### src/rtl/core/sparse_matrix_vector_multiply_unit_macros.svh
// Assertion macros shared by the sparse matrix-vector multiply unit.
// Included by every RTL file that carries concurrent checks; needs no package.
`ifndef SPARSE_MATRIX_VECTOR_MULTIPLY_UNIT_MACROS_SVH
`define SPARSE_MATRIX_VECTOR_MULTIPLY_UNIT_MACROS_SVH

`ifndef SYNTHESIS
// Check that cons holds in the same cycle as ante.
`define SMVM_ASSERT_IMP(label, clk, rst_n, ante, cons, msg) \
  label: assert property (@(posedge clk) disable iff (!rst_n) (ante) |-> (cons)) \
    else $error(msg);
// Check that cons holds in the cycle after ante.
`define SMVM_ASSERT_NXT(label, clk, rst_n, ante, cons, msg) \
  label: assert property (@(posedge clk) disable iff (!rst_n) (ante) |=> (cons)) \
    else $error(msg);
`else
`define SMVM_ASSERT_IMP(label, clk, rst_n, ante, cons, msg)
`define SMVM_ASSERT_NXT(label, clk, rst_n, ante, cons, msg)
`endif

`endif

### src/rtl/core/smvm_pkg.sv
// Types and constants of the sparse matrix-vector multiply unit.
// No dependencies; used by the interfaces, the controller, the datapath and the top level.
`default_nettype none

package smvm_pkg;

  // Field widths fixed by the item format
  localparam int unsigned OP_W       = 2;
  localparam int unsigned IDX_W      = 10;
  localparam int unsigned VAL_W      = 16;
  localparam int unsigned PROD_W     = 2 * VAL_W;
  localparam int unsigned SUM_W      = 48;
  localparam int unsigned DIM_W      = 11;
  localparam int unsigned CFG_IDX_W  = 2;
  localparam int unsigned CFG_DATA_W = 11;

  localparam logic [DIM_W-1:0] DIM_RESET = 11'd1024;

  typedef enum logic [OP_W-1:0] {
    OP_LOAD = 2'd0,
    OP_ACC  = 2'd1,
    OP_READ = 2'd2
  } op_e;

  typedef enum logic [CFG_IDX_W-1:0] {
    CFG_NUM_ROWS  = 2'd0,
    CFG_NUM_COLS  = 2'd1,
    CFG_TRANSPOSE = 2'd2
  } cfg_idx_e;

  typedef enum logic [2:0] {
    ST_CLEAR,
    ST_IDLE,
    ST_LOOKUP,
    ST_MUL,
    ST_WB
  } state_e;

  // Controller to datapath
  typedef struct packed {
    logic clear;
    logic capture;
    logic lookup;
    logic mul;
    logic commit;
  } ctrl_cmd_t;

  // Datapath to controller
  typedef struct packed {
    logic clear_last;
    logic out_free;
  } dp_status_t;

endpackage

`default_nettype wire

### src/rtl/core/smvm_ctrl.sv
// Controller of the sparse matrix-vector multiply unit: clearing pass,
// item sequencing and output stall. Depends on smvm_pkg and the macro header.
`default_nettype none
`include "sparse_matrix_vector_multiply_unit_macros.svh"

module smvm_ctrl (
  input  wire logic                   clk_i,
  input  wire logic                   rst_ni,
  input  wire logic                   in_valid_i,
  output      logic                   in_ready_o,
  input  wire smvm_pkg::dp_status_t   status_i,
  output      smvm_pkg::ctrl_cmd_t    cmd_o
);

  smvm_pkg::state_e state_q, state_d;

  // State register
  always_ff @(posedge clk_i or negedge rst_ni) begin
    if (!rst_ni) begin
      state_q <= smvm_pkg::ST_CLEAR;
    end else begin
      state_q <= state_d;
    end
  end

  // Next state
  always_comb begin
    state_d = state_q;
    unique case (state_q)
      smvm_pkg::ST_CLEAR: begin
        if (status_i.clear_last) state_d = smvm_pkg::ST_IDLE;
      end
      smvm_pkg::ST_IDLE: begin
        if (in_valid_i) state_d = smvm_pkg::ST_LOOKUP;
      end
      smvm_pkg::ST_LOOKUP: state_d = smvm_pkg::ST_MUL;
      smvm_pkg::ST_MUL:    state_d = smvm_pkg::ST_WB;
      smvm_pkg::ST_WB: begin
        if (status_i.out_free) state_d = smvm_pkg::ST_IDLE;
      end
      default: state_d = smvm_pkg::ST_CLEAR;
    endcase
  end

  // Outputs
  always_comb begin
    cmd_o      = '0;
    in_ready_o = 1'b0;
    unique case (state_q)
      smvm_pkg::ST_CLEAR: cmd_o.clear = 1'b1;
      smvm_pkg::ST_IDLE: begin
        in_ready_o    = 1'b1;
        cmd_o.capture = in_valid_i;
      end
      smvm_pkg::ST_LOOKUP: cmd_o.lookup = 1'b1;
      smvm_pkg::ST_MUL:    cmd_o.mul    = 1'b1;
      smvm_pkg::ST_WB:     cmd_o.commit = status_i.out_free;
      default: cmd_o = '0;
    endcase
  end

  `SMVM_ASSERT_IMP(a_item_reaches_wb, clk_i, rst_ni, in_valid_i && in_ready_o,
    ##3 (state_q == smvm_pkg::ST_WB), "accepted item did not reach write-back")
  `SMVM_ASSERT_NXT(a_clear_once, clk_i, rst_ni, state_q != smvm_pkg::ST_CLEAR,
    state_q != smvm_pkg::ST_CLEAR, "clearing pass restarted")
  `SMVM_ASSERT_NXT(a_wb_holds, clk_i, rst_ni,
    (state_q == smvm_pkg::ST_WB) && !status_i.out_free,
    (state_q == smvm_pkg::ST_WB), "write-back left while output blocked")

endmodule

`default_nettype wire

### config.mk
export PLATFORM = sky130hd
export DESIGN_NAME = smvm_ctrl
export DESIGN_NICKNAME = d
export VERILOG_FILES = /design/src/rtl/core/smvm_pkg.sv /design/src/rtl/core/smvm_ctrl.sv
export VERILOG_INCLUDE_DIRS = /design/src /design/src/rtl/core
export SDC_FILE = /design/constraint.sdc
export NUM_CORES = 1
export LEC_CHECK = 0
export BUFFER_PORTS_ARGS = -buffer_cell sky130_fd_sc_hd__buf_2
export CORE_AREA = 2 2 39 41
export CTS_BUF_LIST = sky130_fd_sc_hd__clkbuf_2 sky130_fd_sc_hd__clkbuf_4 sky130_fd_sc_hd__clkbuf_8
export CTS_CLUSTER_SIZE = 30
export DETAILED_ROUTE_END_ITERATION = 7
export DIE_AREA = 0 0 41 43
export HOLD_SLACK_MARGIN = 0.03
export PLACE_DENSITY_LB_ADDON = 0.25
export SETUP_SLACK_MARGIN = 0.05
export SYNTH_ARGS = -nofsm -noshare
export SYNTH_HDL_FRONTEND = slang
export SYNTH_SLANG_ARGS = --single-unit
### constraint.sdc
create_clock -name clk_i -period 2.7 [get_ports clk_i]
set_clock_uncertainty 0.1 [all_clocks]
set_input_delay 0.54 -clock clk_i [delete_from_list [all_inputs] [get_ports clk_i]]
set_output_delay 0.54 -clock clk_i [all_outputs]
set_load 0.01 [all_outputs]
# Word-level counts from Yosys, hierarchy flattened
# Index checks and enable logic that the tools add are counted.
# classes
n_reduce_logical	2
n_eq_ne	7
mux	10
# op_table
op	n
3-bit one-hot mux with 5 select lines	1
3-bit two-way mux	3
3-bit by 2-bit == test with 1-bit output (second input constant)	2
1-bit two-way mux	6
2-bit inequality test (second input constant)	3
3-bit by 1-bit == test with 1-bit output (second input constant)	1
3-bit == test (second input constant)	1
3-bit zero test	1
3-bit AND reduction	1
# totals
register_bits	3
elab_cells	20
in_bits	5

# Logic depth before layout (Yosys ltp)
# depth
ltp_word	3
depth_mapped	3
depth_no_buf	2

# Worst setup path after synthesis
# No wires, ideal clock.
# synth_path
kind	register to output
startpoint	register state_q[1]
endpoint	output in_ready_o
arrival_time_ns	0.817
path_buffers	1
path_slack_ns	1.243
stages_incl_launch_ff	3
cell_sequence	dfrtp_1 > buf_6 > nor3b_1
# synth_between
elab_chain_cells	2
# synth_rtl
element	line_no	source
start, declared	smvm_ctrl.sv:15	smvm_pkg::state_e state_q, state_d;
start signal, assigned	smvm_ctrl.sv:20	state_q <= smvm_pkg::ST_CLEAR;
start signal, assigned	smvm_ctrl.sv:22	state_q <= state_d;
3-bit by 1-bit == test with 1-bit output	smvm_ctrl.sv:49	unique case (state_q)
1-bit two-way mux	smvm_ctrl.sv:49	
end, declared	smvm_ctrl.sv:10	output logic in_ready_o,
# No other way between the ends.

==> flow_metrics.env <==
export IMPL_timing_final_hold_violations=0
export IMPL_setup_slack_ns=0.885
export IMPL_port_buffers=10
export IMPL_core_area_sq_mm=0.00138
export IMPL_rsz0062_at_grt="false"
export IMPL_synth_cell_type_count=16
export IMPL_die_y_um=43
export IMPL_worstHoldStart="state_q[2]$_DFFE_PN0P_"
export IMPL_synthMuxAreaShare_pct=0
export IMPL_viasPerCell=3.96
export IMPL_vias=194
export IMPL_power_per_cell_area_mw_per_mm2=1110
export IMPL_crit_type="reg -> out"
export IMPL_die_w_um=41
export IMPL_wirelength_um=485
export IMPL_r2r_end="state_q[0]$_DFFE_PN0P_"
export IMPL_timing_fmax_ghz=0.551
export IMPL_ys_seq_area_share_pct=35.9
export IMPL_final_util_pct=21.7
export IMPL_nets=39
export IMPL_clock_path_buffers=2
export IMPL_r2r_slack_ns=1.47
export IMPL_numCtsBuffers=3
export IMPL_start_util_pct=15.1
export IMPL_initialDrtViolationCount=3
export IMPL_synth_xor_area_share_pct=0
export IMPL_synthesis_area_sq_um=209
export IMPL_worstMarginPinSlew_ns=0.275
export IMPL_grt_overflow_total=0
export IMPL_cts_tree="done"
export IMPL_syn_nets=25
export IMPL_cp_slowest_cell="dfrtp_1"
export IMPL_clk_pin_slew_ns=0.04
export IMPL_clock_latency_ns=0.23
export IMPL_synth_top_family_by_area="simple AND/OR/NAND/NOR gates"
export IMPL_yosys_warnings=0
export IMPL_worstReg2RegStart="state_q[1]$_DFFE_PN0P_"
export IMPL_grt_pass1_vias=192
export IMPL_hp_class="reg -> reg"
export IMPL_synth_area_per_cell_sq_um=10.4
export IMPL_finalCritPeriodShare_pct=67.2
export IMPL_hold_worst_slack_ns=0.493
export IMPL_crit_path_max_fanout=11
export IMPL_min_to="state_q[1]$_DFFE_PN0P_"
export IMPL_grt_max_degree=12
export IMPL_n_fill_cell=149
export IMPL_start_kind="register"
export IMPL_tns_ns=0
export IMPL_drt_pass1_iter_count=4
export IMPL_leakagePower_nw=0.149
export IMPL_drc=0
export IMPL_core_rowCount=14
export IMPL_wl_per_cell_um=9.90
export IMPL_largest_reg_flops=3
export IMPL_numClockSinks=3
export IMPL_clock_root_buffer="clkbuf_4"
export IMPL_drv_slew=0
export IMPL_grt_pass1_wl_um=814
export IMPL_antenna_cells=0
export IMPL_cpPeakStageDelay_ns=0.46
export IMPL_fin_crit_ns=1.81
export IMPL_fin_cells=49
export IMPL_io_pins=11
export IMPL_htreeDepth=1
export IMPL_slew_headroom_pct=81.4
export IMPL_dp_cells=44
export IMPL_rr_worst_depth=2
export IMPL_synth_adder_area_share_pct=0
export IMPL_synthSimpleGateAreaFrac_pct=48.5
export IMPL_peakVddDrop_mv=0.400
export IMPL_setup_violations_final=0
export IMPL_synth_compound_area_share_pct=6.59
export IMPL_reg_largest_list="state_q (3)"
export IMPL_hold_path_depth=1
export IMPL_status="finished, final reports clean"
export IMPL_place_gp_congestion=0.609
export IMPL_required_ns=2.06
export IMPL_endpoint_kind="output pin"
export IMPL_synthCells=20
export IMPL_crit_arrival_ns=1.17
export IMPL_top_register="state_q"
export IMPL_path_cells="and4bb_2 > buf_2"
export IMPL_antenna_found_initial=0
export IMPL_dp_slack_ns=1.04
export IMPL_drive_gt1_share_pct=51.5
export IMPL_cts_resized=0
export IMPL_areaGrowthSynthToFinish_pct=43.7
export IMPL_gr_usage_all_layers_pct=7.02
export IMPL_postRouteAntennaNets=0
export IMPL_dieArea_sq_mm=0.00176
export IMPL_max_cap_viol_count=0
export IMPL_ys_seq_elements=3
==> timing repair <==
| action | CTS | global route |
|---|---|---|
| endpoints found under the hold margin | 3 | 0 |
| setup buffers | 0 | 0 |
| hold buffers | 1 | 0 |
| setup endpoints to repair | 0 | 0 |
==> critical path: cells and delay by family, from the launching register on <==
kind,cells,cell delay (ns)
simple gates,1,0.35
flops,1,0.46
buf+inv,1,0.13
==> synth_stat cells <==
| library cell | n | area, sq um |
|---|---|---|
| nor4b_1 | 2 | 17.5 |
| and4bb_2 | 2 | 25.0 |
| nor3_1 | 1 | 5.00 |
| and3b_1 | 1 | 8.76 |
| and2_2 | 1 | 7.51 |
| or2_1 | 1 | 6.26 |
| dfrtp_1 | 3 | 75.1 |
| nor2_1 | 1 | 3.75 |
| nor3b_1 | 1 | 7.51 |
| buf_6 | 1 | 11.3 |
| a211o_1 | 1 | 8.76 |
| nand3b_1 | 1 | 7.51 |
| nand2b_1 | 1 | 6.26 |
| or2_0 | 1 | 6.26 |
| buf_4 | 1 | 7.51 |
| a21oi_1 | 1 | 5.00 |
==> worst max path at each step <==
stage	startpoint	endpoint	slack [ns]	cells past startpoint
floorplan	state_q[1]$_DFFE_PN0P_	in_ready_o	1.24	2
global placement	status_i[0]	cmd_o[0]	1.06	3
detailed placement	status_i[0]	cmd_o[0]	1.04	3
CTS	state_q[1]$_DFFE_PN0P_	cmd_o[0]	0.87	2
global route	state_q[1]$_DFFE_PN0P_	cmd_o[0]	0.81	2
finish	state_q[1]$_DFFE_PN0P_	cmd_o[0]	0.89	2
==> cell type report <==
| class | count | area (sq um) | area share, % |
|---|---|---|---|
| timing repair buffer | 11 | 60.1 | 20.0 |
| sequential | 3 | 75.1 | 25.0 |
| multi-input combinational | 15 | 115 | 38.3 |
| clock buffer | 4 | 30.0 | 10.0 |
| tap | 16 | 20.0 | 6.67 |
==> per-stage QoR <==
stage                     instance area, sq um  power (mW)
final                                      300       0.333
after global routing                       300       0.364
after CTS                                  300       0.340
after detailed placement                   260       0.242
after global placement                     260       0.241
after floorplan                            209       0.213
==> power breakdown <==
group / switching, mW / internal, mW
Sequential: 0.0424 / 0.0649
Combinational: 0.0578 / 0.0805
Clock: 0.0222 / 0.0653
Total: 0.122 / 0.211
==> cells in the final DEF (no fill, tap or decap) <==
master / n
nand3b_1: 1
or2_1: 1
and2_2: 1
and3b_1: 1
nor2_1: 1
a21oi_1: 1
a211o_1: 1
nand2b_1: 1
dfrtp_1: 3
nor3b_1: 1
nor3_1: 1
buf_2: 10
dlygate4sd3_1: 1
clkbuf_4: 4
or2_0: 1
and4bb_2: 2
nor4b_1: 2
==> per-layer routing <==
layer / track usage [%] / up-vias / part of all wire, % / routed length, um
met5: 0 / - / 0 / 0
met4: 4.00 / 0 / 0 / 0
met3: 4.71 / 0 / 14 / 68
met2: 7.81 / 13 / 36 / 175
met1: 9.62 / 82 / 49 / 240
li1: - / 99 / - / -
==> logic make-up (layout without fill, tap and decap cells) <==
logic type      count (synthesis)  count (layout)
compound gates                  2               2
flops                           3               3
buf+inv                         2              15
simple gates                   13              13
(Power assumes the default switching activity.)
